## src/srld_queue.sv

```systemverilog
// Small register-based FIFO used between decoder stages.
// Stand-alone; no package dependency.
module srld_queue #(
   parameter int WIDTH = 8,
   parameter int DEPTH = 4
) (
   input  logic                       clock,
   input  logic                       reset,
   input  logic                       push,
   input  logic [WIDTH-1:0]           push_data,
   input  logic                       pop,
   output logic [WIDTH-1:0]           pop_data,
   output logic                       empty,
   output logic                       full,
   output logic [$clog2(DEPTH+1)-1:0] count
);

   localparam int PtrW = $clog2(DEPTH);
   localparam int CntW = $clog2(DEPTH+1);

   logic [WIDTH-1:0] slot_ff [DEPTH];
   logic [PtrW-1:0]  wr_ptr_ff, wr_ptr_in;
   logic [PtrW-1:0]  rd_ptr_ff, rd_ptr_in;
   logic [CntW-1:0]  count_ff, count_in;
   logic             do_push, do_pop;

   assign do_push  = push && (count_ff != CntW'(DEPTH));
   assign do_pop   = pop && (count_ff != '0);
   assign empty    = (count_ff == '0);
   assign full     = (count_ff == CntW'(DEPTH));
   assign count    = count_ff;
   assign pop_data = slot_ff[rd_ptr_ff];

   // Advance pointers and occupancy
   always_comb begin
      wr_ptr_in = do_push ? PtrW'(wr_ptr_ff + 1'b1) : wr_ptr_ff;
      rd_ptr_in = do_pop  ? PtrW'(rd_ptr_ff + 1'b1) : rd_ptr_ff;
      count_in  = count_ff;
      if (do_push && !do_pop) begin
         count_in = CntW'(count_ff + 1'b1);
      end else if (do_pop && !do_push) begin
         count_in = CntW'(count_ff - 1'b1);
      end
   end

   always_ff @(posedge clock) begin
      if (reset) begin
         wr_ptr_ff <= '0;
         rd_ptr_ff <= '0;
         count_ff  <= '0;
      end else begin
         wr_ptr_ff <= wr_ptr_in;
         rd_ptr_ff <= rd_ptr_in;
         count_ff  <= count_in;
      end
   end

   // Store the incoming beat
   always_ff @(posedge clock) begin
      if (do_push) begin
         slot_ff[wr_ptr_ff] <= push_data;
      end
   end

endmodule

```

## config.mk

```make
export PLATFORM = sky130hd
export DESIGN_NAME = srld_queue
export DESIGN_NICKNAME = d
export VERILOG_FILES = /design/src/srld_queue.sv
export SDC_FILE = /design/constraint.sdc
export NUM_CORES = 1
export LEC_CHECK = 0
export BUFFER_PORTS_ARGS = -buffer_cell sky130_fd_sc_hd__buf_4
export CORE_MARGIN = 2
export CORE_UTILIZATION = 29
export DETAILED_ROUTE_END_ITERATION = 6
export SYNTH_ARGS = -nofsm -noshare
export SYNTH_HDL_FRONTEND = slang
export SYNTH_SLANG_ARGS = --single-unit
```

## constraint.sdc

```tcl
create_clock -name clock -period 3.2 [get_ports clock]
set_input_delay 0.32 -clock clock [delete_from_list [all_inputs] [get_ports clock]]
set_output_delay 0.32 -clock clock [all_outputs]
set_load 0.02 [all_outputs]
```

==> impl_results.md, run 1 <==
- First-pass iteration count of the detailed router: 4
- Commonest cells in the synthesized netlist: 32 x edfxtp_1, 9 x dfxtp_1, 8 x mux4_2, 5 x ha_1, 5 x nor2_1
- Total power consumption of the routed design: 0.001500 W
- Floorplan die area: 6201 sq um
- Maximum number of buffers from clock root to sink: 2
- Global-route wire length before repair: 4353 microns
- Number of buffers created by CTS: 5
- Post-synth top area cell: edfxtp_1
- Period minus WS final: 2267 ps
- Fin nets: 136
- Outcome: finished, final reports clean
- Total number of placement rows: 27
- Share of layout cells above drive strength 1: 34.75%
- Power density over cell area: between 700 and 800 nW/um^2
- Number of maximum-capacitance constraint violations: 0
- Area of the mapped netlist: 1620 sq um
- Cell type group with the largest total delay on the critical path: simple AND/OR/NAND/NOR gates
- Average via count per standard cell: 4.400
- Global routing usage summed across all routing layers: 9.497%
- Slew headroom: 62.85%
- Final cycle utilization of the critical path: 70.85%
- Placed cell count: 183
- IO Port Bufs: 24
- Setup total negative slack: 0 ps
- Highest Clock Rate: between 400 and 500 MHz
- Worst path arrival time: about 2500 ps
- FFs w/ async S/R, synth: 0%
- Final Hold Viols: 0
- Layout-stage area growth over the synthesis result: 20.85%
- Largest clock skew in the final design: 7.090 ps
- Number of hold-repair buffers added at the cts stage: 0
- Area fraction of the dominant cell type after synthesis: 59.31%
- Final Setup Violations: 0
- I/O pin total: 25
- Leakage power figure: between 0.6 and 0.7 nW
- Netlist cell types: 21
- Largest driver fanout on the critical path: 7
- Clock net sink count: about 40
- Synth top area cells: edfxtp_1 59%, dfxtp_1 11%, mux4_2 11%
- Number of buffers inserted to repair setup after CTS: 0
- Routed length per placed instance: approximately 14 microns
- Most numerous cell in the Yosys netlist: edfxtp_1
- Number of gates resized after cts: 0
- Worst vdd rail ir drop: 0.4265 mV
- Fraction of the yosys area taken by sequential cells: 70.42%
- WP data required: 3410 ps
- Post-DP HPWL: 1818 microns
- Vias in the first global route: 858
- Critical Path End Type: register
- Clock root buffer master: clkbuf_8
- Number of nets with antenna violations after detailed routing: 0
- Skew-Pair Late Insertion Delay: around 280 ps
- Slowest stage cell, crit path: dfxtp_1
- Worst hold margin: roughly 240 ps
- Die outline width: just under 80 microns
- Number of antenna violations at the first check in global routing: 0
- Kind of start point of the critical path: register
- Initial core utilization: approximately 30%
- Clock transition time at the flip-flop clock pins of the worst setup and hold paths: 80 ps
- Routability congestion estimate: 0.7592
- Post-synthesis sequential element count: 41
- CTS HTree Levels: 2
- Setup repair after global routing missed its margin: no
- Area of the core: 5439 sq um
- Path category of the worst min-delay check: input pin to register
- Initial DRC count: 46
- Top flip-flop cell by instance count after synthesis: edfxtp_1
- Mean instance size in the synthesized netlist: 18.00 sq um
- Post-Route WL: 2654 microns
- Buf/Inv on CP: 1
- Diode count: 0
- Number of enable flip-flop cells after synthesis: 32
- Number of nets produced by synthesis: around 110
- Chip height: 78.75 microns
- Post-route insts no fill: 190
- Pin count of the biggest net entering global routing: 13
- Count of warnings emitted by yosys: 0
- Critical Path, Cell by Cell: nor3b_2, nor2_2, ha_1, inv_1, fa_1, xor2_1, or3_1, a21oi_1
- Layout fillers: roughly 510
- GRT overflow: 0
- Gate count after technology mapping: 90
- Critical path class: register to register
- Slew at the pin closest to its max-slew limit: 556.5 ps
- Max-slew violation count: 0
- Delay of the slowest cell on the worst path: 530 ps
- CTS tree: yes
- Via Count: between 800 and 900
- DRC violations left: 0
==> per-layer routing <==
| metal | up-vias | global-route usage [%] | wire, microns |
|---|---|---|---|
| li1 | 395 | - | - |
| met1 | 413 | 11.82 | 1177 |
| met2 | 24 | 15.04 | 1284 |
| met3 | 4 | 3.864 | 165 |
| met4 | 0 | 3.158 | 27 |
| met5 | - | 0 | 0 |
==> flip-flops by register name, summed over array words and instances (netlist names), named ones only <==
name / flops
slot_ff: 32
count: 3
rd_ptr_ff: 2
wr_ptr_ff: 2
==> cells in the final DEF, fill, tap and decap left out, drive strengths merged <==
master,netlist,layout
a21oi,2,2
and2,4,4
buf,1,24
clkbuf,2,5
clkinv,0,1
clkinvlp,0,1
dfxtp,9,9
edfxtp,32,32
fa,1,1
ha,5,5
inv,4,4
mux2i,2,2
mux4,8,8
nand2b,2,2
nor2,6,6
nor3,1,1
nor3b,1,1
o21ai,2,2
o311ai,1,1
o31ai,1,1
or3,2,2
xor2,4,4
==> through the flow <==
step	setup slack, ps	instance area (sq um)	utilization [%]
after detailed placement	962.8	1878	34.53
after global placement	1143	1878	34.53
after floorplan	1010	1620	-
final	932.9	1958	36.00
after global routing	737.5	1958	36.00
after CTS	930.3	1958	36.00
==> worst register-to-register path: cells and delay by family, from the launching register on <==
family | cells | cell delay (ps)
AOI/OAI and AO/OA | 1 | 150
xor gates and xnor gates | 1 | 170
adders and majority gates | 2 | 620
buffers and inverters | 1 | 60
DFF | 1 | 530
and+or+nand+nor | 3 | 650
==> final cells by class <==
class                           instances  area, sq um  share of cell area (%)
Sequential cell                        41         1141                   58.27
Multi-Input combinational cell         42        451.7                   23.07
Timing Repair Buffer                   24        180.2                   9.201
Tap cell                               72        90.09                   4.601
Clock buffer                            5        68.82                   3.514
Inverter                                4        15.01                  0.7668
Clock inverter                          2        11.26                  0.5751
==> final timing paths <==
kind,start,to,slack [ps],cells past startpoint
setup / recovery,count[0],count[2],930,8
hold reg to reg,wr_ptr_ff[1],wr_ptr_ff[1],520,2
setup reg to reg,count[0],count[2],930,8
hold / removal,push_data[3],slot_ff[0][3],240,1
==> kinds of logic after synthesis <==
family / after synthesis / synth area share, %
adder cells (fa/ha/maj): 6 / 5.097
flip-flops: 41 / 70.42
buffers and inverters: 7 / 1.698
AND/OR/NAND/NOR: 16 / 5.714
AO/OA/AOI/OAI: 6 / 2.548
multiplexers: 10 / 12.36
XOR/XNOR: 4 / 2.162
==> power by group <==
part,switching (W),internal [W]
clock network,0.000163,0.000146
logic,0.000227,0.000232
registers,0.0000831,0.000649
total,0.000473,0.00103
No activity file was read; power rests on OpenSTA's default activity.
==> run 2, diff against run 1 <==
--- a/config.mk
+++ b/config.mk
@@ -5,6 +5,7 @@
 export SDC_FILE = /design/constraint.sdc
 export NUM_CORES = 1
 export LEC_CHECK = 0
+export ABC_AREA = 1
 export BUFFER_PORTS_ARGS = -buffer_cell sky130_fd_sc_hd__buf_4
 export CORE_MARGIN = 2
 export CORE_UTILIZATION = 29
==> constraint.sdc (replaced) <==
create_clock -name clock -period 2.4 [get_ports clock]
set_input_delay 0.24 -clock clock [delete_from_list [all_inputs] [get_ports clock]]
set_output_delay 0.24 -clock clock [all_outputs]
set_load 0.02 [all_outputs]
==> run 2 against run 1 <==
Effect of this change: die area increased by 3.8%; register-to-register slack worse by 430 ps; non-clock buffer count rose by 5; clock-buffer cell count did not move; utilization rose by 1.2 points; synthesized area rose by 4.0%; clock skew barely moved; clock power up 71%; critical endpoint unchanged.
==> impl_results.md, run 2 <==
- Outcome: finished, final reports clean
- Global routing usage summed across all routing layers: 10.61%
- WP data required: 2590 ps
- CTS tree: yes
- Final cycle utilization of the critical path: 79.17%
- Via Count: 1119
- Path category of the worst min-delay check: input pin to register
- Post-route cell area: 2074 sq um
- Core occupancy in the finished layout: a little under two fifths
- Placed cell count: 245
- Floorplan die area: 6438 sq um
- CTS HTree Levels: 2
- First-pass iteration count of the detailed router: 4
- Period minus WS final: 1900 ps
- R2r startpoint: count[0]
- Flip-flop count of the largest register after layout: 32
- DRC violations left: 0
- Layout-stage area growth over the synthesis result: 23.09%
- Endpoint of the worst hold path: slot_ff[3][7]
- Die outline width: around 80 microns
- Skew-Pair Late Insertion Delay: 290 ps
- Post-route insts no fill: between 200 and 300
- Worst path arrival time: ~2100 ps
- Most numerous cell in the Yosys netlist: edfxtp_1
- GRT overflow: 0
- Number of enable flip-flop cells after synthesis: 32
- Global-route wire length before repair: 5002 microns
- Slew at the pin closest to its max-slew limit: 371.0 ps
- Number of nets with antenna violations after detailed routing: 0
- Critical Path End Type: register
- Layout fillers: 568
- Chip height: 80.24 microns
- Total cell area at the placement stage: 1971 sq um
- Netlist cell types: 18
- Top flip-flop cell by instance count after synthesis: edfxtp_1
- Reg-to-reg critical path endpoint: count[2]
- Highest Clock Rate: ~530 MHz
- Initial core utilization: 30.24%
- Setup total negative slack: 0 ps
- Number of cells traversed by the worst hold path: 1
- Initial DRC count: 109
- Largest clock skew in the final design: 7.196 ps
- Launch point of the worst hold path: push_data[7]
- Worst vdd rail ir drop: between 0.8 and 0.9 mV
- Final Hold Viols: 0
- Routability congestion estimate: 0.7477
- Clock transition time at the flip-flop clock pins of the worst setup and hold paths: 80 ps
- Power density over cell area: 1064 nW/um^2
- Register-to-Register Setup Slack: ~500 ps
- Kind of start point of the critical path: register
- Share of layout cells above drive strength 1: approximately a quarter
- IO Port Bufs: 24
- Post-synthesis sequential element count: 41
- Clock net sink count: a little over 40
- Slew headroom: approximately three quarters
- Mean instance size in the synthesized netlist: around 12 sq um
- Number of maximum-capacitance constraint violations: 0
- Total number of placement rows: 27
- Number of nets produced by synthesis: 164
- Routed length per placed instance: 12.24 microns
- Synth top area cells: edfxtp_1 57%, dfxtp_1 11%, nor2_1 6.7%
- Biggest register: slot_ff
- Setup repair after global routing missed its margin: no
- Clock root buffer master: clkbuf_8
- Post-synth top area cell: edfxtp_1
- Number of hold-repair buffers added at the cts stage: 0
- Area of the mapped netlist: 1685 sq um
- Count of warnings emitted by yosys: 0
- Max-slew violation count: 0
- Number of gates resized after cts: 0
- Most frequent cells in the layout: 32 x edfxtp_1, 30 x nor2_1, 29 x buf_4
- Diode count: 0
- FFs w/ async S/R, synth: 0%
- Gate count after technology mapping: roughly 150
- Number of antenna violations at the first check in global routing: 0
- Area of the core: 5574 sq um
- Critical path class: register to register
- Maximum number of buffers from clock root to sink: 2
- Leakage power figure: 0.8250 nW
- Final Setup Violations: 0
- Post-Route WL: 3085 microns
- Pin count of the biggest net entering global routing: 17
- I/O pin total: 25
- Vias in the first global route: 1098
- Fraction of the yosys area taken by sequential cells: 67.71%
- Area fraction of the dominant cell type after synthesis: 57.02%
- Number of cells traversed by the worst register-to-register path: 13
- Number of buffers created by CTS: 5
- Commonest non-fill, non-tap cell in the layout: edfxtp_1
- Average via count per standard cell: 4.440
- Fin nets: 198
- Largest driver fanout on the critical path: 5
- Post-DP HPWL: 2147 microns
- Commonest cells in the synthesized netlist: 32 x edfxtp_1, 30 x nor2_1, 17 x inv_1, 13 x nand2_1, 13 x o21ai_0
- Number of buffers inserted to repair setup after CTS: 0
==> run 2: cell types whose count changed in the layout (fill, tap and decap cells not counted), sizes merged, moves of 3 or more <==
| cell | change |
|---|---|
| nand3 | +4 |
| buf | +5 |
| o21ai | +15 |
| nand2 | +15 |
| inv | +14 |
| and2 | -4 |
| xor2 | -3 |
| mux4 | -8 |
| nor2 | +24 |
| o22ai | +8 |
==> run 2: layer usage <==
metal | GRT usage [%] | wire length [microns]
met1 | 11.89 | 1390
met3 | 4.831 | 199
met2 | 17.58 | 1446
met4 | 4.068 | 50
met5 | 0 | 0
==> run 2: logic make-up (layout without fill, tap and decap cells) <==
family	after synthesis	in the layout	synth area share, %
buffers and inverters	20	54	5.345
adders and majority gates	6	6	4.900
AOI/OAI and AO/OA	28	28	9.577
DFF	41	41	67.71
and+or+nand+nor	50	50	11.95
xor gates and xnor gates	1	1	0.5198
==> run 2: worst max path at each step <==
| stage | slack [ps] | end | start | depth (start not counted) |
|---|---|---|---|---|
| 2_1_floorplan | 540 | count[2] | count[0] | 13 |
| 3_3_place_gp | 570 | count[2] | count[0] | 13 |
| 3_5_place_dp | 510 | count[2] | count[0] | 13 |
| 4_1_cts | 490 | count[2] | count[0] | 13 |
| 5_1_grt | 340 | count[2] | count[0] | 12 |
| 6_report | 500 | count[2] | count[0] | 13 |
==> run 2: final cells by class <==
class	instances	area (sq um)	share of cell area [%]
sequential	41	1141	55.01
multi-input combinational	85	454.2	21.89
timing repair buffer	29	217.7	10.49
tap	72	90.09	4.343
clock buffer	5	68.82	3.317
inverter	18	67.56	3.257
clock inverter	2	35.03	1.689
==> run 2: power breakdown <==
| group | internal (W) | switching (W) |
|---|---|---|
| combinational | 0.000292 | 0.000447 |
| sequential | 0.000871 | 0.0000717 |
| clock | 0.000302 | 0.000224 |
==> run 2: critical path: stages (launching register included) <==
cell	delay (ps)
dfxtp_1	420
nor2_1	90
nand2_1	140
nand2_2	100
inv_1	100
ha_1	170
inv_1	60
fa_1	380
inv_1	60
nand2_1	40
nand3_1	80
nand2_1	60
nand2_1	50
nor2_1	40
==> run 2: through the flow <==
step,total power [W],worst slack [ps],hold slack (ps)
floorplan,0.001430,542.8,309.1
global placement,0.001703,569.9,440.4
global route,0.002355,336.9,126.4
detailed placement,0.001709,512.2,444.4
CTS,0.002239,494.6,133.9
finish,0.002208,499.9,143.1
