[config.mk]
export PLATFORM = sky130hd
export DESIGN_NAME = srld_front
export DESIGN_NICKNAME = d
export VERILOG_FILES = /design/src/srld_pkg.sv /design/src/srld_front.sv
export SDC_FILE = /design/constraint.sdc
export NUM_CORES = 1
export LEC_CHECK = 0
export BUFFER_PORTS_ARGS = -buffer_cell sky130_fd_sc_hd__buf_2
export CAP_MARGIN = 20
export CORE_MARGIN = 5
export CORE_UTILIZATION = 40
export DETAILED_ROUTE_END_ITERATION = 6
export MAX_ROUTING_LAYER = met4
export PLACE_DENSITY_LB_ADDON = 0.2
export RECOVER_POWER = 100
export SYNTH_ARGS = -nofsm -noshare
export SYNTH_HDL_FRONTEND = slang
export SYNTH_SLANG_ARGS = --single-unit
[constraint.sdc]
create_clock -name clock -period 4.2 [get_ports clock]
set_clock_uncertainty 0.05 [all_clocks]
set_input_delay 0.21 -clock clock [delete_from_list [all_inputs] [get_ports clock]]
set_output_delay 0.21 -clock clock [all_outputs]
set_load 0.01 [all_outputs]
[src/srld_pkg.sv]
// Package for the sprite run-length line decoder.
// Holds shared types, codes, sizes and the glow ramp table; no dependencies.
package srld_pkg;

   // Fixed sizes
   localparam int MaxDim       = 4096;
   localparam int PaletteDepth = 256;
   localparam int JobDepth     = 4;
   localparam int RspDepth     = 4;
   localparam logic [23:0] KeyColor = 24'hFF00FF;

   // Configuration register indexes
   typedef enum logic [1:0] {
      CSR_CELL_WIDTH   = 2'd0,
      CSR_CELL_HEIGHT  = 2'd1,
      CSR_COLUMN_MAJOR = 2'd2,
      CSR_GLOW_ENABLE  = 2'd3
   } csr_index_type;

   // Input item kinds
   localparam logic KindPalette = 1'b0;
   localparam logic KindCode    = 1'b1;

   // Parser modes
   typedef enum logic [1:0] {
      MODE_CTRL = 2'd0,
      MODE_FILL = 2'd1,
      MODE_LIT  = 2'd2
   } parse_mode_type;

   // Work handed from the parser to the back end
   typedef struct packed {
      logic        is_write;
      logic        use_glow;
      logic [7:0]  addr;
      logic [23:0] rgb;
      logic [11:0] x_start;
      logic [11:0] y_start;
      logic [7:0]  run_length;
   } job_type;

   // One finished run descriptor
   typedef struct packed {
      logic [11:0] x_start;
      logic [11:0] y_start;
      logic [7:0]  run_length;
      logic [7:0]  red;
      logic [7:0]  green;
      logic [7:0]  blue;
      logic [7:0]  alpha;
   } rsp_type;

   // Glow ramp: red 255, other channels are the truncated ramp values
   function automatic logic [31:0] glow_rgba(input logic [3:0] idx);
      logic [31:0] c;
      case (idx)
         4'd1:    c = {8'd255, 8'd147, 8'd52,  8'd53};
         4'd2:    c = {8'd255, 8'd155, 8'd65,  8'd67};
         4'd3:    c = {8'd255, 8'd163, 8'd78,  8'd81};
         4'd4:    c = {8'd255, 8'd170, 8'd90,  8'd94};
         4'd5:    c = {8'd255, 8'd178, 8'd103, 8'd108};
         4'd6:    c = {8'd255, 8'd186, 8'd116, 8'd122};
         4'd7:    c = {8'd255, 8'd193, 8'd128, 8'd135};
         4'd8:    c = {8'd255, 8'd201, 8'd141, 8'd149};
         4'd9:    c = {8'd255, 8'd209, 8'd154, 8'd163};
         4'd10:   c = {8'd255, 8'd216, 8'd166, 8'd176};
         4'd11:   c = {8'd255, 8'd224, 8'd179, 8'd190};
         4'd12:   c = {8'd255, 8'd232, 8'd192, 8'd204};
         4'd13:   c = {8'd255, 8'd239, 8'd204, 8'd217};
         4'd14:   c = {8'd255, 8'd247, 8'd217, 8'd231};
         4'd15:   c = {8'd255, 8'd255, 8'd230, 8'd245};
         default: c = {8'd255, 8'd140, 8'd40,  8'd40};
      endcase
      return c;
   endfunction

endpackage

[src/srld_front.sv]
// Front end: configuration registers and the run-length parser.
// Uses srld_pkg; emits palette writes and visible run candidates as jobs.
module srld_front
   import srld_pkg::*;
(
   input  logic        clock,
   input  logic        reset,
   input  logic        csr_valid,
   output logic        csr_ready,
   input  logic [1:0]  csr_index,
   input  logic [12:0] csr_data,
   input  logic        accept,
   input  logic        kind,
   input  logic [11:0] line_index,
   input  logic        first_in_line,
   input  logic [7:0]  code_byte,
   input  logic [7:0]  pal_index,
   input  logic [7:0]  pal_red,
   input  logic [7:0]  pal_green,
   input  logic [7:0]  pal_blue,
   output logic        job_push,
   output job_type     job_data
);

   logic [12:0]    cell_width_ff;
   logic [12:0]    cell_height_ff;
   logic           column_major_ff;
   logic           glow_enable_ff;

   parse_mode_type mode_ff, mode_in;
   logic [12:0]    pos_ff, pos_in;
   logic [7:0]     rem_ff, rem_in;
   logic [11:0]    line_ff, line_in;

   parse_mode_type mode_cur;
   logic [12:0]    pos_cur;
   logic [7:0]     rem_cur;
   logic [11:0]    line_cur;
   logic [12:0]    span;
   logic [12:0]    avail;
   logic [7:0]     ctrl_count;
   logic [7:0]     rem_dec;
   logic           emit;
   logic [7:0]     emit_len;
   logic           cell_ok;
   logic [12:0]    px, py;
   logic           in_cell;

   assign csr_ready = 1'b1;

   // Hold configuration; unknown indexes cannot occur with a two-bit index
   always_ff @(posedge clock) begin
      if (reset) begin
         cell_width_ff   <= 13'd1;
         cell_height_ff  <= 13'd1;
         column_major_ff <= 1'b0;
         glow_enable_ff  <= 1'b0;
      end else if (csr_valid && csr_ready) begin
         case (csr_index_type'(csr_index))
            CSR_CELL_WIDTH:   cell_width_ff   <= csr_data;
            CSR_CELL_HEIGHT:  cell_height_ff  <= csr_data;
            CSR_COLUMN_MAJOR: column_major_ff <= csr_data[0];
            CSR_GLOW_ENABLE:  glow_enable_ff  <= csr_data[0];
            default: ;
         endcase
      end
   end

   // Parser state register
   always_ff @(posedge clock) begin
      if (reset) begin
         mode_ff <= MODE_CTRL;
         pos_ff  <= '0;
         rem_ff  <= '0;
         line_ff <= '0;
      end else begin
         mode_ff <= mode_in;
         pos_ff  <= pos_in;
         rem_ff  <= rem_in;
         line_ff <= line_in;
      end
   end

   // Next parser state and run candidate
   always_comb begin
      mode_cur   = first_in_line ? MODE_CTRL : mode_ff;
      pos_cur    = first_in_line ? 13'd0 : pos_ff;
      rem_cur    = first_in_line ? 8'd0 : rem_ff;
      line_cur   = first_in_line ? line_index : line_ff;
      span       = column_major_ff ? cell_height_ff : cell_width_ff;
      avail      = span - pos_cur;
      ctrl_count = {1'b0, code_byte[7:1]} + 8'd1;
      rem_dec    = rem_cur - 8'd1;

      mode_in  = mode_ff;
      pos_in   = pos_ff;
      rem_in   = rem_ff;
      line_in  = line_ff;
      emit     = 1'b0;
      emit_len = 8'd1;

      if (accept && kind == KindCode) begin
         line_in = line_cur;
         pos_in  = pos_cur;
         rem_in  = rem_cur;
         mode_in = mode_cur;
         case (mode_cur)
            MODE_FILL: begin
               emit     = 1'b1;
               emit_len = rem_cur;
               pos_in   = pos_cur + {5'd0, rem_cur};
               rem_in   = 8'd0;
               mode_in  = MODE_CTRL;
            end
            MODE_LIT: begin
               emit     = 1'b1;
               emit_len = 8'd1;
               pos_in   = pos_cur + 13'd1;
               rem_in   = rem_dec;
               mode_in  = (rem_dec == 8'd0) ? MODE_CTRL : MODE_LIT;
            end
            default: begin
               mode_in = MODE_CTRL;
               if (pos_cur < span) begin
                  // Clip the run at the line end
                  if ({5'd0, ctrl_count} > avail) begin
                     rem_in = avail[7:0];
                  end else begin
                     rem_in = ctrl_count;
                  end
                  mode_in = code_byte[0] ? MODE_FILL : MODE_LIT;
               end
            end
         endcase
      end
   end

   // Drop runs outside the cell or in an invalid cell, and runs transparent by index
   always_comb begin
      cell_ok = (cell_width_ff != 13'd0) && (cell_height_ff != 13'd0) &&
                (cell_width_ff <= 13'(MaxDim)) && (cell_height_ff <= 13'(MaxDim));
      px      = column_major_ff ? {1'b0, line_cur} : pos_cur;
      py      = column_major_ff ? pos_cur : {1'b0, line_cur};
      in_cell = (px < cell_width_ff) && (py < cell_height_ff);

      job_data.is_write   = (kind == KindPalette);
      job_data.use_glow   = glow_enable_ff && (code_byte[7:4] == 4'd0);
      job_data.addr       = (kind == KindPalette) ? pal_index : code_byte;
      job_data.rgb        = {pal_red, pal_green, pal_blue};
      job_data.x_start    = px[11:0];
      job_data.y_start    = py[11:0];
      job_data.run_length = emit_len;

      job_push = accept && ((kind == KindPalette) ||
                 (emit && cell_ok && in_cell && (code_byte != 8'd0)));
   end

endmodule

==> run metrics, run 1 <==
Vias/cell=roughly 5.7; simple-gate share of the synthesized area=0.249; Layout area overhead=15.7%; Period minus WS final=4.01 ns; fin util=0.473; # DRC=0; Buf+Inv Stages, Crit Path=2; met3 Use GR=0.0431; final setup TNS=0 ns; crit path launch type=flip-flop; CTS root buf=clkbuf_16; Mean Syn Cell Area=7.26 sq um; synth cell count leaders=nand2_1 (147), a21oi_1 (68), nor2_1 (67), dfxtp_1 (63), inv_1 (55); area fraction of the dominant cell type after synthesis=0.212; Fin. Hold Viols=0; Synth Flop Type=dfxtp_1; Hold WC Path Type=primary input to flip-flop; failing checks=capacitance limit, slew limit; synth top area cells=dfxtp_1 (21%), ha_1 (11%), nand2_1 (9.3%), a21oi_1 (5.7%), nor2_1 (4.2%); critical path class=flip-flop to flip-flop; CTS tree=done; GRT met1 Usage=0.306; maxcap violations=1; num ports=between 100 and 150; EDFF count, synth=0; Std-Cell Rows=44; H-Tree Depth=3; detailed-route wire length per cell=18.0 um; maximum fanout along the worst path=33; WP data required=4.38 ns; Worst slew margin=-0.455; Clock Latency Late Sink=0.34 ns; GPL Wtd Cong=0.909; final setup fails=0; chip width=132 um; n_diodes=0; area share of fa/ha/maj cells after synthesis=0.125; placed cell area=6510 sq um; largest net degree at the start of global routing=46; Synth Area in Compound Gates=0.219; syn_nets=948; final net count=1019; TritonRoute pass-1 iters=5; Synth area leader=dfxtp_1; die area=17400 sq um; number of global-route vias before repair=approximately 5900; layout cells sized above 1=0.163; GR peak layer=met2; Async S/R FF share, synth=0; post-DP HPWL=14900 um; CP Cell Sequence=buf_6, o21ai_0, ha_2, nand2_1, nand2_1, a31oi_2, buf_4, xnor2_1, ha_1, nand4_1, o22ai_1, a311oi_1, o31ai_1, a21oi_2, and4_4, mux2_4, o32ai_2; min-delay src=csr_data[5]; total global routing overflow=0; total number of vias=6146; Initial DRC Count=485; number of buffers created by CTS=9; Chip Height=132 um; Worst-path clk slew=0.06 ns; Max Clk Rate=249 MHz; status=complete, but fails checks; slowest cell delay on critical path=0.41 ns; LEAKAGE=2.83 nW; Final Instance Area=just under 7000 sq um; fin crit share=0.955; post-synthesis xor/xnor area fraction=0.0455; Worst-Margin Slew=2.18 ns; input/output buffers=91; initial antenna violation count=0; main combinational cell family by area after synthesis=simple AND/OR/NAND/NOR gates; Clock Path Buffers=2; Netlist Area Pre-Place=5940 sq um; Crit. End Element=flip-flop; placed insts=1060; Final Slew Violations=46; crit path DAT=roughly 4.2 ns; first-pass GRT wire length=31500 um; Max stage delay cell, worst path=ha_2; reg2reg start=column_major_ff; most frequent cell after synthesis=nand2_1; Initial Util=0.409; Post-Syn Instances=approximately 820; clock sink count=63; mux contribution to synthesized area=0.0560; Seq/Total Area, Yosys=0.212; Post-Layout Cell Count=1079; final wirelength=between 15000 and 20000 um; worst IR drop on VDD=about 0.18 mV; GRT Overall Usage=0.227; Yosys cell types=74; Yosys reg bits=63; Core ar.=14500 sq um; P per Cell Area=293 nW/um^2; Worst path top cell family by delay=compound AO/OA/AOI/OAI gates; synth warn=0; Top cell by count, worst path=nand2_1; crit path launch=column_major_ff; met2 usage=0.352; Routed Antenna Nets=0
[layout by cell type (no fill, tap or decap), types with 5 or more instances in the layout]
cell type,synthesis,layout
buf_2,2,55
ha_1,54,51
a22o_1,12,12
nor2_1,67,67
inv_1,55,54
nand4_1,11,11
nand2b_1,6,6
clkbuf_1,29,39
a22oi_1,7,7
clkbuf_16,0,9
xnor2_1,17,15
dfxtp_1,63,62
a21oi_1,68,68
a2111oi_0,5,5
o21ai_0,39,38
mux2_2,16,15
nor4_1,13,13
o211ai_1,7,7
a21o_1,12,12
nor3b_1,11,11
xor2_1,12,12
buf_4,25,27
o31ai_1,5,5
nand2_1,147,146
nand3_1,14,14
nor2b_1,12,12
nor3_1,9,9
mux2i_1,9,8
[worst paths after layout]
kind,depth (start not counted),to,slack (ns)
worst min register to register,2,line_ff[3],0.40
worst min-delay path,3,cell_width_ff[5],0.06
worst max-delay path,17,rem_ff[0],0.19
worst max register to register,17,rem_ff[0],0.19
[per-stage QoR]
step                      setup slack, ns  total power (W)  hold WS (ns)
after CTS                          0.0517          0.00201        0.0510
after detailed placement           0.0819          0.00117         0.370
after global placement              0.212          0.00117         0.370
after global routing              -0.0186          0.00212        0.0602
after floorplan                  -0.00544          0.00102         0.281
final                               0.189          0.00202        0.0595
[area by class of cell]
class,count,area [sq um]
clock buffers,9,225
flip-flops and latches,63,1260
well taps,184,230
repair buffers,123,647
fillers,1541,7660
multi-input cells,638,4200
clock inverters,7,103
inverters,55,206
[cell families (layout without fill, tap and decap cells)]
logic type	after synthesis	after routing
AO/OA/AOI/OAI	200	200
XOR/XNOR	30	30
adder cells (fa/ha/maj)	59	59
buffers and inverters	118	194
flip-flops	63	63
multiplexers	29	29
other	1	1
AND/OR/NAND/NOR	319	319
[worst register-to-register path: cells and delay by family (launching register included)]
family	cells	cell delay (ns)
adders and majority gates	2	0.72
xor gates and xnor gates	1	0.17
DFF	1	0.36
buffers and inverters	2	0.33
and+or+nand+nor	4	0.52
muxes	1	0.31
AOI/OAI and AO/OA	7	1.45
[registers in the layout, summed over array words and instances, names as in the netlist]
signal           cells
glow_enable_ff       1
cell_width_ff       13
mode_ff              2
column_major_ff      1
line_ff             12
rem_ff               8
cell_height_ff      13
pos_ff              13
[metal layers]
metal / share of wire / up-vias
met2: 0.45 / 261
li1: - / 3014
met4: 0.016 / 0
met3: 0.067 / 29
met1: 0.46 / 2842
met5: 0 / -
[what timing repair did]
item | in CTS | in global routing
hold endpoints to repair | 0 | 0
setup endpoints to repair | 0 | 8
hold buffers | 0 | 0
gates resized for setup | 0 | 19
buffers inserted | 0 | 3
[where the power goes]
part / internal, W / switching [W] / leakage (nW)
Sequential: 0.000620 / 0.0000327 / 0.512
Combinational: 0.000218 / 0.000303 / 2.16
Clock: 0.000527 / 0.000317 / 0.157
No activity file was read; power rests on OpenSTA's default activity.
==> inputs of run 2 (changes only) <==
==> constraint.sdc (replaced) <==
create_clock -name clock -period 3.8 [get_ports clock]
set_clock_uncertainty 0.05 [all_clocks]
set_input_delay 0.19 -clock clock [delete_from_list [all_inputs] [get_ports clock]]
set_output_delay 0.19 -clock clock [all_outputs]
set_load 0.01 [all_outputs]
==> run metrics, run 2 (same netlist as run 1, synthesis figures left out) <==
status=complete, but fails checks (unchanged); failing checks=setup timing (was capacitance limit, slew limit); combinational power share=0.282 (was 0.258); P per Cell Area=310 nW/um^2 (was 293 nW/um^2); FF-to-FF setup slack=-0.38 ns (was 0.19 ns); Worst-Margin Slew=0.900 ns (was 2.18 ns); LEAKAGE=3.17 nW (was 2.83 nW); Clock Path Buffers=2 (unchanged); fin util=0.501 (was 0.473); unrepaired setup endpoints after global routing=yes; CTS root buf=clkbuf_16 (unchanged); Switch Pwr=0.000715 W (was 0.000653 W); Vias/cell=5.50 (was 5.70); n_diodes=0 (unchanged); fill count=1502 (was 1541); clock sink count=63 (unchanged); Hold Path Depth=3 (unchanged); TritonRoute pass-1 iters=5 (unchanged); number of buffers created by CTS=9 (unchanged); min-delay src=csr_data[12] (was csr_data[5]); Setup WS post-layout=-0.380 ns (was 0.189 ns); H-Tree Depth=3 (unchanged); GRT Overall Usage=0.231 (was 0.227); reg2reg end=rem_ff[3] (was rem_ff[0]); worst hold slack=0.0451 ns (was 0.0595 ns); Placement Setup Slack=-0.273 ns (was 0.0819 ns); Chip Height=132 um (unchanged); total global routing overflow=0 (unchanged); maxcap violations=0 (was 1); final wirelength=19900 um (was 19400 um); initial antenna violation count=0 (unchanged); die area=17400 sq um (unchanged); Fin. Hold Viols=0 (unchanged); worst-case reg-to-reg path depth=20 (was 17); placed cell area=6810 sq um (was 6510 sq um); chip width=132 um (unchanged); number of global-route vias before repair=5831 (was 5924); # DRC=0 (unchanged); Period minus WS final=4.18 ns (was 4.01 ns); maximum fanout along the worst path=4 (was 33); most common cell after layout, fill and taps aside=nand2_1 (unchanged); top flop regs=cell_height_ff: 13 flops, cell_width_ff: 13 flops, pos_ff: 13 flops (unchanged); area of the multi-input gates=4270 sq um (was 4200 sq um); post-DP HPWL=15800 um (was 14900 um); total number of vias=6145 (was 6146); critical path class=flip-flop to flip-flop (unchanged); Layout area overhead=22.6% (was 15.7%); clock power share=0.401 (was 0.418); Std-Cell Rows=44 (unchanged); final setup fails=8 (was 0); largest net degree at the start of global routing=51 (was 46); num ports=141 (unchanged); Worst-path clk slew=0.06 ns (about the same); final net count=1058 (was 1019); input/output buffers=91 (unchanged); first-pass GRT wire length=31900 um (was 31500 um); Core ar.=14500 sq um (unchanged); Final Slew Violations=0 (was 46); detailed-route wire length per cell=17.8 um (was 18.0 um); GPL Wtd Cong=1.00 (was 0.909); Crit. End Element=flip-flop (unchanged); WP data required=4.01 ns (was 4.38 ns); Worst slew margin=0.398 (was -0.455); switch share=0.316 (was 0.324); Pwr Total=0.00226 W (was 0.00202 W); Initial DRC Count=486 (was 485); layout cells sized above 1=0.254 (was 0.163); Hold Path End=cell_width_ff[12] (was cell_width_ff[5]); Routed Antenna Nets=0 (unchanged); fin crit share=1.10 (was 0.955); crit path launch type=flip-flop (unchanged); Seq. cell area=1260 sq um (unchanged); commonest cells after routing, fill and taps aside=nand2_1 (146), buf_2 (91), buf_4 (70), a21oi_1 (68), nor2_1 (66) (was nand2_1 (146), a21oi_1 (68), nor2_1 (67), dfxtp_1 (62), buf_2 (55)); Hold WC Path Type=primary input to flip-flop (unchanged); CTS tree=done (unchanged); reg2reg start=column_major_ff (unchanged); Sequential Power Share=0.317 (was 0.324); Max Clk Rate=239 MHz (was 249 MHz); Clock Latency Late Sink=0.34 ns (about the same); worst IR drop on VDD=0.346 mV (was 0.182 mV); Initial Util=0.409 (unchanged); Final Instance Area=7290 sq um (was 6870 sq um); crit path DAT=4.39 ns (was 4.19 ns); cts hold-fix bufs=0 (unchanged); Internal=0.00155 W (was 0.00136 W)
run 2: cell count changes in the layout (fill, tap and decap cells not counted), sizes merged:
cell	before	now
clkinv	1	2
buf	84	162
clkbuf	48	10
inv	58	56
run 2: repair_timing:
action,CTS,global route
pin swaps,4,14
setup buffers,3,3
endpoints found under the setup margin,9,10
cloned,0,0
gates resized for setup,6,18
run 2: power by group through the flow:
stage	logic, W	clock network (W)	registers [W]
finish	0.000637	0.000906	0.000717
global placement	0.000601	0	0.000731
CTS	0.000614	0.000925	0.000717
global route	0.000702	0.000953	0.000721
detailed placement	0.000601	0	0.000731
floorplan	0.000425	0	0.000718
run 2: critical path: stages (launching register included):
cell      delay (ns)
dfxtp_4         0.37
mux2i_2         0.22
ha_2            0.23
inv_2           0.05
fa_2            0.37
nand2_4         0.09
nor3b_4         0.05
o311ai_2        0.33
nand2_1         0.14
xnor2_2         0.16
ha_1            0.31
nand4_1         0.11
o22ai_2         0.09
a311oi_2        0.26
o31ai_1         0.12
a21oi_1         0.18
buf_4           0.14
nand4_1         0.14
buf_4           0.20
or4_1           0.39
o211ai_1        0.10
run 2: worst max-delay path by stage:
stage,end,cells past startpoint,slack (ns),start
2_1_floorplan,rem_ff[0],22,-0.20,column_major_ff
3_3_place_gp,rem_ff[4],19,-0.09,column_major_ff
3_5_place_dp,rem_ff[5],19,-0.27,column_major_ff
4_1_cts,rem_ff[3],19,-0.18,column_major_ff
5_1_grt,rem_ff[3],20,-0.51,column_major_ff
6_report,rem_ff[3],20,-0.38,column_major_ff
run 2: per-stage QoR:
step	setup TNS (ns)	cells
floorplan	-0.725	819
global placement	-0.375	1096
detailed placement	-1.65	1096
CTS	-0.932	1115
global route	-3.11	1118
finish	-1.93	1118
run 2: final cells by class:
cell class | instances | area share
Clock inverter | 6 | 0.0129
Sequential cell | 63 | 0.174
Timing Repair Buffer | 162 | 0.136
Tap cell | 184 | 0.0316
Inverter | 55 | 0.0283
Clock buffer | 10 | 0.0314
Multi-Input combinational cell | 638 | 0.586
run 2: routing by layer:
metal	vias to the layer above	part of all wire	GRT usage
met5	-	0	-
li1	3083	-	-
met2	200	0.48	0.378
met1	2839	0.45	0.299
met4	0	0.018	0.0623
met3	23	0.045	0.0309
